## src/rtl/rf_pkg.sv

```systemverilog
`timescale 1ns / 1ps
// ----------------------------------------------------------------------------
// rf_pkg
// Types, constants, micro-program and saturating arithmetic helpers shared
// by the Rusanov flux core.
// ----------------------------------------------------------------------------
package rf_pkg;

    localparam int WORD_W    = 64;
    localparam int N_IN      = 14;
    localparam int JOB_IDX_W = 4;
    localparam int RF_DEPTH  = 48;
    localparam int RF_AW     = 6;
    localparam int UC_LEN    = 66;
    localparam int UC_W      = 7;
    localparam int OUT_BASE  = 40;
    localparam int N_OUT     = 5;
    localparam int OUT_IDX_W = 3;

    typedef logic signed [WORD_W-1:0] t_word;
    typedef logic [N_IN-1:0][WORD_W-1:0] t_job;
    typedef logic [N_OUT-1:0][WORD_W-1:0] t_flux;

    localparam t_word SMAX = {1'b0, {(WORD_W-1){1'b1}}};
    localparam t_word SMIN = {1'b1, {(WORD_W-1){1'b0}}};

    // Item kinds
    localparam logic OPER_LEFT  = 1'b0;
    localparam logic OPER_RIGHT = 1'b1;

    // Micro-operations
    localparam logic [3:0] OP_ADD    = 4'd0;
    localparam logic [3:0] OP_SUB    = 4'd1;
    localparam logic [3:0] OP_HALF   = 4'd2;
    localparam logic [3:0] OP_ABSSUB = 4'd3;
    localparam logic [3:0] OP_ABSADD = 4'd4;
    localparam logic [3:0] OP_MAX    = 4'd5;
    localparam logic [3:0] OP_HSUB   = 4'd6;
    localparam logic [3:0] OP_ZSEL   = 4'd7;
    localparam logic [3:0] OP_MUL    = 4'd8;
    localparam logic [3:0] OP_DIV    = 4'd9;

    typedef struct packed {
        logic [3:0]       op;
        logic [RF_AW-1:0] a;
        logic [RF_AW-1:0] b;
        logic [RF_AW-1:0] d;
    } t_uop;

    function automatic t_uop f_mk(input logic [3:0] op, input int a, input int b,
                                  input int d);
        t_uop u;
        u.op = op;
        u.a  = RF_AW'(a);
        u.b  = RF_AW'(b);
        u.d  = RF_AW'(d);
        return u;
    endfunction

    // Register file map: 0..6 left rho,e,p,u,v,w,a; 7..13 the same for the
    // right side; 40..44 the five fluxes.
    function automatic t_uop f_uop(input logic [UC_W-1:0] step);
        t_uop u;
        case (step)
            7'd0:  u = f_mk(OP_MUL, 0, 3, 14);
            7'd1:  u = f_mk(OP_MUL, 7, 10, 15);
            7'd2:  u = f_mk(OP_MUL, 3, 3, 16);
            7'd3:  u = f_mk(OP_MUL, 4, 4, 17);
            7'd4:  u = f_mk(OP_MUL, 5, 5, 18);
            7'd5:  u = f_mk(OP_ADD, 16, 17, 16);
            7'd6:  u = f_mk(OP_ADD, 16, 18, 16);
            7'd7:  u = f_mk(OP_HALF, 16, 0, 16);
            7'd8:  u = f_mk(OP_MUL, 10, 10, 19);
            7'd9:  u = f_mk(OP_MUL, 11, 11, 20);
            7'd10: u = f_mk(OP_MUL, 12, 12, 21);
            7'd11: u = f_mk(OP_ADD, 19, 20, 19);
            7'd12: u = f_mk(OP_ADD, 19, 21, 19);
            7'd13: u = f_mk(OP_HALF, 19, 0, 19);
            7'd14: u = f_mk(OP_DIV, 2, 0, 20);
            7'd15: u = f_mk(OP_ADD, 1, 20, 20);
            7'd16: u = f_mk(OP_ADD, 20, 16, 20);
            7'd17: u = f_mk(OP_DIV, 9, 7, 21);
            7'd18: u = f_mk(OP_ADD, 8, 21, 21);
            7'd19: u = f_mk(OP_ADD, 21, 19, 21);
            7'd20: u = f_mk(OP_ADD, 1, 16, 22);
            7'd21: u = f_mk(OP_MUL, 0, 22, 22);
            7'd22: u = f_mk(OP_ADD, 8, 19, 23);
            7'd23: u = f_mk(OP_MUL, 7, 23, 23);
            7'd24: u = f_mk(OP_ABSSUB, 3, 6, 24);
            7'd25: u = f_mk(OP_ABSSUB, 10, 13, 25);
            7'd26: u = f_mk(OP_MAX, 24, 25, 24);
            7'd27: u = f_mk(OP_ABSADD, 3, 6, 25);
            7'd28: u = f_mk(OP_MAX, 24, 25, 24);
            7'd29: u = f_mk(OP_ABSADD, 10, 13, 25);
            7'd30: u = f_mk(OP_MAX, 24, 25, 24);
            7'd31: u = f_mk(OP_ADD, 14, 15, 25);
            7'd32: u = f_mk(OP_SUB, 7, 0, 26);
            7'd33: u = f_mk(OP_MUL, 24, 26, 26);
            7'd34: u = f_mk(OP_HSUB, 25, 26, 40);
            7'd35: u = f_mk(OP_MUL, 14, 3, 25);
            7'd36: u = f_mk(OP_ADD, 25, 2, 25);
            7'd37: u = f_mk(OP_MUL, 15, 10, 26);
            7'd38: u = f_mk(OP_ADD, 26, 9, 26);
            7'd39: u = f_mk(OP_ADD, 25, 26, 25);
            7'd40: u = f_mk(OP_SUB, 15, 14, 26);
            7'd41: u = f_mk(OP_MUL, 24, 26, 26);
            7'd42: u = f_mk(OP_HSUB, 25, 26, 41);
            7'd43: u = f_mk(OP_MUL, 14, 4, 25);
            7'd44: u = f_mk(OP_MUL, 15, 11, 26);
            7'd45: u = f_mk(OP_ADD, 25, 26, 25);
            7'd46: u = f_mk(OP_MUL, 7, 11, 26);
            7'd47: u = f_mk(OP_MUL, 0, 4, 27);
            7'd48: u = f_mk(OP_SUB, 26, 27, 26);
            7'd49: u = f_mk(OP_MUL, 24, 26, 26);
            7'd50: u = f_mk(OP_HSUB, 25, 26, 42);
            7'd51: u = f_mk(OP_MUL, 14, 5, 25);
            7'd52: u = f_mk(OP_MUL, 15, 12, 26);
            7'd53: u = f_mk(OP_ADD, 25, 26, 25);
            7'd54: u = f_mk(OP_MUL, 7, 12, 26);
            7'd55: u = f_mk(OP_MUL, 0, 5, 27);
            7'd56: u = f_mk(OP_SUB, 26, 27, 26);
            7'd57: u = f_mk(OP_MUL, 24, 26, 26);
            7'd58: u = f_mk(OP_HSUB, 25, 26, 25);
            7'd59: u = f_mk(OP_ZSEL, 25, 0, 43);
            7'd60: u = f_mk(OP_MUL, 14, 20, 25);
            7'd61: u = f_mk(OP_MUL, 15, 21, 26);
            7'd62: u = f_mk(OP_ADD, 25, 26, 25);
            7'd63: u = f_mk(OP_SUB, 23, 22, 26);
            7'd64: u = f_mk(OP_MUL, 24, 26, 26);
            7'd65: u = f_mk(OP_HSUB, 25, 26, 44);
            default: u = f_mk(OP_ADD, 0, 0, 0);
        endcase
        return u;
    endfunction

    function automatic logic [WORD_W-1:0] f_mag(input t_word a);
        return a[WORD_W-1] ? (WORD_W)'(-a) : a;
    endfunction

    function automatic t_word f_from_mag(input logic neg, input logic big,
                                         input logic [WORD_W-1:0] m);
        t_word r;
        if (neg) begin
            r = (big || m[WORD_W-1]) ? SMIN : t_word'(-m);
        end else begin
            r = (big || m[WORD_W-1]) ? SMAX : t_word'(m);
        end
        return r;
    endfunction

    function automatic t_word f_sadd(input t_word a, input t_word b);
        t_word r;
        r = a + b;
        if (a[WORD_W-1] == b[WORD_W-1] && r[WORD_W-1] != a[WORD_W-1]) begin
            r = a[WORD_W-1] ? SMIN : SMAX;
        end
        return r;
    endfunction

    function automatic t_word f_ssub(input t_word a, input t_word b);
        t_word r;
        r = a - b;
        if (a[WORD_W-1] != b[WORD_W-1] && r[WORD_W-1] != a[WORD_W-1]) begin
            r = a[WORD_W-1] ? SMIN : SMAX;
        end
        return r;
    endfunction

    function automatic t_word f_half(input t_word a);
        logic [WORD_W-1:0] m;
        m = f_mag(a) >> 1;
        return a[WORD_W-1] ? t_word'(-m) : t_word'(m);
    endfunction

    function automatic t_word f_sabs(input t_word a);
        return (a == SMIN) ? SMAX : t_word'(f_mag(a));
    endfunction

    function automatic t_word f_alu(input logic [3:0] op, input t_word a, input t_word b,
                                    input logic three_d);
        t_word r;
        case (op)
            OP_ADD:    r = f_sadd(a, b);
            OP_SUB:    r = f_ssub(a, b);
            OP_HALF:   r = f_half(a);
            OP_ABSSUB: r = f_sabs(f_ssub(a, b));
            OP_ABSADD: r = f_sabs(f_sadd(a, b));
            OP_MAX:    r = (a > b) ? a : b;
            OP_HSUB:   r = f_ssub(f_half(a), f_half(b));
            OP_ZSEL:   r = three_d ? a : '0;
            default:   r = '0;
        endcase
        return r;
    endfunction

endpackage

```

## src/rtl/rf_front.sv

```systemverilog
`timescale 1ns / 1ps
// ----------------------------------------------------------------------------
// rf_front
// Input side: keeps the left state and queues each right-side item, together
// with a copy of the left state, for the compute engine.
// ----------------------------------------------------------------------------
module rf_front
    import rf_pkg::*;
(
    input  logic               i_clk,
    input  logic               i_rst_n,
    input  logic               i_push,
    output logic               o_full,
    input  logic               i_operation,
    input  logic [WORD_W-2:0]  i_density,
    input  logic [WORD_W-2:0]  i_internal_energy,
    input  logic [WORD_W-2:0]  i_pressure,
    input  t_word              i_vel_x,
    input  t_word              i_vel_y,
    input  t_word              i_vel_z,
    input  logic [WORD_W-2:0]  i_sound_speed,
    input  logic               i_job_pop,
    output logic               o_job_valid,
    output t_job               o_job
);

    logic [6:0][WORD_W-1:0] r_left;
    t_job                   r_q [2];
    logic                   r_wp;
    logic                   r_rp;
    logic [1:0]             r_cnt;

    logic [6:0][WORD_W-1:0] side;
    t_job                   job;
    logic                   accept;
    logic                   do_push;
    logic                   do_pop;

    always_comb begin
        side[0] = {1'b0, i_density};
        side[1] = {1'b0, i_internal_energy};
        side[2] = {1'b0, i_pressure};
        side[3] = i_vel_x;
        side[4] = i_vel_y;
        side[5] = i_vel_z;
        side[6] = {1'b0, i_sound_speed};
        for (int k = 0; k < 7; k++) begin
            job[k]     = r_left[k];
            job[k + 7] = side[k];
        end
    end

    assign o_full      = (r_cnt == 2'd2);
    assign accept      = i_push && !o_full;
    assign do_push     = accept && (i_operation == OPER_RIGHT);
    assign do_pop      = i_job_pop && (r_cnt != 2'd0);
    assign o_job_valid = (r_cnt != 2'd0);
    assign o_job       = r_q[r_rp];

    always_ff @(posedge i_clk) begin
        if (!i_rst_n) begin
            r_left <= '0;
            r_wp   <= 1'b0;
            r_rp   <= 1'b0;
            r_cnt  <= '0;
        end else begin
            if (accept && i_operation == OPER_LEFT) begin
                r_left <= side;
            end
            if (do_push) begin
                r_wp <= ~r_wp;
            end
            if (do_pop) begin
                r_rp <= ~r_rp;
            end
            r_cnt <= r_cnt + {1'b0, do_push} - {1'b0, do_pop};
        end
    end

    always_ff @(posedge i_clk) begin
        if (do_push) begin
            r_q[r_wp] <= job;
        end
    end

endmodule

```

## config.mk

```make
export PLATFORM = sky130hd
export DESIGN_NAME = rf_front
export DESIGN_NICKNAME = d
export VERILOG_FILES = /design/src/rtl/rf_pkg.sv /design/src/rtl/rf_front.sv
export SDC_FILE = /design/constraint.sdc
export NUM_CORES = 2
export LEC_CHECK = 0
export ABC_AREA = 1
export BUFFER_PORTS_ARGS = -buffer_cell sky130_fd_sc_hd__buf_4
export CELL_PAD_IN_SITES_DETAIL_PLACEMENT = 1
export CELL_PAD_IN_SITES_GLOBAL_PLACEMENT = 1
export CORE_AREA = 2 2 523 525
export DETAILED_ROUTE_END_ITERATION = 16
export DIE_AREA = 0 0 525 527
export GPL_TIMING_DRIVEN = 0
export PLACE_DENSITY = 0.64
export SYNTH_ARGS = -nofsm -noshare
export SYNTH_HDL_FRONTEND = slang
export SYNTH_SLANG_ARGS = --single-unit
export TNS_END_PERCENT = 30
```

## constraint.sdc

```tcl
create_clock -name i_clk -period 48.2 [get_ports i_clk]
set_input_delay 4.82 -clock i_clk [delete_from_list [all_inputs] [get_ports i_clk]]
set_output_delay 4.82 -clock i_clk [all_outputs]
set_load 0.005 [all_outputs]
```

==> flow_metrics.env <==
export IMPL_grt_pass1_vias=58040
export IMPL_criticalPathCategory="reg2out"
export IMPL_post_drt_wl_per_cell_um=25.59
export IMPL_cts_root_buffer="clkbuf_16"
export IMPL_grt_antenna_before_repair=58
export IMPL_post_cts_buffers=0
export IMPL_rows=192
export IMPL_max_freq_mhz=119.4
export IMPL_avgViaCountPerCell=4.571
export IMPL_dp_cells=11590
export IMPL_firstDrtPassIters=6
export IMPL_ant_nets=0
export IMPL_vias=55160
export IMPL_worstPathArrival_ps=3560
export IMPL_syn_inst=6609
export IMPL_cap_violations=0
export IMPL_io_pins=1347
export IMPL_fp_dieH_um=527
export IMPL_rrSetupSlack_ps=44460
export IMPL_cts_buffer_depth=4
export IMPL_drc=0
export IMPL_ir_drop_uv=32.79
export IMPL_grt_usage_pct=21.78
export IMPL_ys_ff_latch=2225
export IMPL_yosysSeqAreaShare_pct=71.59
export IMPL_clk_pin_slew_ps=60
export IMPL_end_kind="primary output"
export IMPL_syn_area_um2=87050
export IMPL_finalHoldViolations=0
export IMPL_required_ps=43380
export IMPL_drtIter0Drc=3016
export IMPL_place_hpwl_um=232600
export IMPL_slew_headroom_pct=8.426
export IMPL_synth_warnings=0
export IMPL_fin_crit_sh_pct=17.38
export IMPL_start_kind="flip-flop"
export IMPL_drt_wl_total_um=308900
export IMPL_hold_path_class="reg2reg"
export IMPL_tightest_slew_ps=1374
export IMPL_io_buffers=1336
export IMPL_rsz0062_at_grt="no"
export IMPL_design_die_area_um2=276700
export IMPL_cts_hold_buf=0
export IMPL_status="finished clean"
export IMPL_fin_crit_ps=8377
export IMPL_worstPathMaxFanout=10
export IMPL_cts_sinks=2225
export IMPL_power_density_nw_per_um2=49.64
export IMPL_fin_util_pct=40.72
export IMPL_fin_skew_ps=38.56
export IMPL_core_area_um2=271700
export IMPL_grt_pass1_wl_um=431100
export IMPL_drv_slew=0
export IMPL_drive_gt1_share_pct=34.15
export IMPL_synth_area_leader_cell="edfxtp_1"
export IMPL_synthTopCellsByArea="edfxtp_1, mux2_2, dfxtp_1"
export IMPL_cts_buffers=239
export IMPL_p_leak_nw=45.45
export IMPL_netlist_area_leader_share_pct=61.26
export IMPL_fin_tns_setup_ps=0
export IMPL_cts_htree_levels=4
export IMPL_stdcell_count=12070
export IMPL_die_w_um=525
export IMPL_post_cts_resized=0
export IMPL_routabilityCongestion=0.8351
export IMPL_start_util_pct=32.04
export IMPL_synthDistinctLibCells=20
export IMPL_grt_max_degree=112
export IMPL_setup_viol=0
export IMPL_tritoncts="done"
export IMPL_clock_latency_ps=890
export IMPL_synthToLayoutAreaGrowth_pct=27.09
export IMPL_overflow=0
export IMPL_syn_area_per_cell_um2=13.17
export IMPL_fin_nets=8693
-- per-stage QoR --
step | setup WS (ps) | hold WS (ps) | cell area [um2] | total power (W)
after floorplan | 4081 | 425.6 | 87080 | 0.003117
after global placement | -24040 | 427.4 | 101600 | 0.003959
after detailed placement | 39690 | 438.1 | 102700 | 0.003719
after CTS | 39450 | 423.3 | 110600 | 0.005576
after global routing | 39520 | 439.6 | 110600 | 0.005728
final | 39820 | 417.2 | 110600 | 0.005492
-- final timing paths --
path / cells past startpoint / startpoint / end
max: 6 / flip-flop / o_job[627]
min: 0 / job[5]$_SDFFE_PN0P_ / r_q[1][5]$_DFFE_PP_
max reg2reg: 11 / r_cnt[0]$_SDFF_PN0_ / r_q[0][548]$_DFFE_PP_
min reg2reg: 0 / job[5]$_SDFFE_PN0P_ / r_q[1][5]$_DFFE_PP_
-- cell type report --
class	count	area (um2)
Clock inverter	117	1086
Tap cell	3589	4491
Clock buffer	335	6768
Fill cell	28710	161100
Sequential cell	2225	62320
Buffer	354	1802
Antenna cell	26	65.06
Inverter	1341	5041
Timing Repair Buffer	1385	11120
Multi-Input combinational cell	2696	17940
-- worst max-delay path: stages, from the launching register on --
cell     delay [ps]
dfxtp_1         300
buf_2           180
buf_2           360
buf_2           780
buf_4           400
mux2_2          460
buf_4           170
-- synth_stat cells --
| cell | number |
|---|---|
| edfxtp_1 | 1776 |
| inv_1 | 1325 |
| nand2_1 | 895 |
| mux2_2 | 888 |
| nor2_1 | 450 |
| dfxtp_1 | 449 |
| nand4_1 | 445 |
| buf_2 | 160 |
| clkbuf_1 | 94 |
| buf_4 | 67 |
| buf_1 | 31 |
| inv_2 | 16 |
| nand3_1 | 4 |
| buf_6 | 2 |
| ha_1 | 2 |
| a21oi_1 | 1 |
| conb_1 | 1 |
| nand2_2 | 1 |
| o21a_1 | 1 |
| or2_2 | 1 |
-- where the power goes --
group / internal, W / total [W] / leakage [nW] / switching [W]
Combinational: 0.000567 / 0.00132 / 21.4 / 0.000756
Clock: 0.00106 / 0.00184 / 3.86 / 0.000778
Sequential: 0.00227 / 0.00233 / 20.2 / 0.0000602
-- sequential cells by signal, summed over array words and instances, names as in the netlist, named ones only --
| register | count |
|---|---|
| r_wp | 1 |
| job | 444 |
| r_cnt | 2 |
| r_q | 1776 |
| r_rp | 1 |
-- logic make-up after synthesis --
| family | share of synthesized area (%) |
|---|---|
| compound gates | 0.01437 |
| fa+ha+maj | 0.02874 |
| buf+inv | 7.845 |
| flops | 71.59 |
| mux | 11.49 |
| other cells | 0.004308 |
| simple gates | 9.035 |
-- metal layers --
layer | routed length [um] | global-route usage [%] | up-vias | share of wire (%)
li1 | - | - | 25360 | -
met1 | 119800 | 25.05 | 27730 | 39
met2 | 152300 | 37.89 | 1604 | 49
met3 | 26770 | 7.722 | 431 | 8.7
met4 | 9839 | 6.367 | 38 | 3.2
met5 | 241 | 0 | - | 0.078
-- cell usage in the layout, fill, tap and decap left out, types with 2 or more instances in the layout --
cell,n
edfxtp_1,1776
buf_4,1403
inv_1,1324
nand2_1,895
mux2_2,888
nor2_1,449
dfxtp_1,449
nand4_1,445
clkbuf_16,244
buf_2,160
clkbuf_1,148
clkinv_2,47
buf_12,34
clkinv_1,33
clkbuf_8,32
buf_1,31
diode_2,26
inv_2,16
bufinv_16,15
buf_16,15
conb_1,8
clkinvlp_4,7
clkbuf_2,5
nand3_1,4
inv_6,4
inv_8,3
clkinv_16,3
buf_6,2
ha_1,2
clkinv_8,2
clkinv_4,2
No activity file was read; power rests on OpenSTA's default activity.
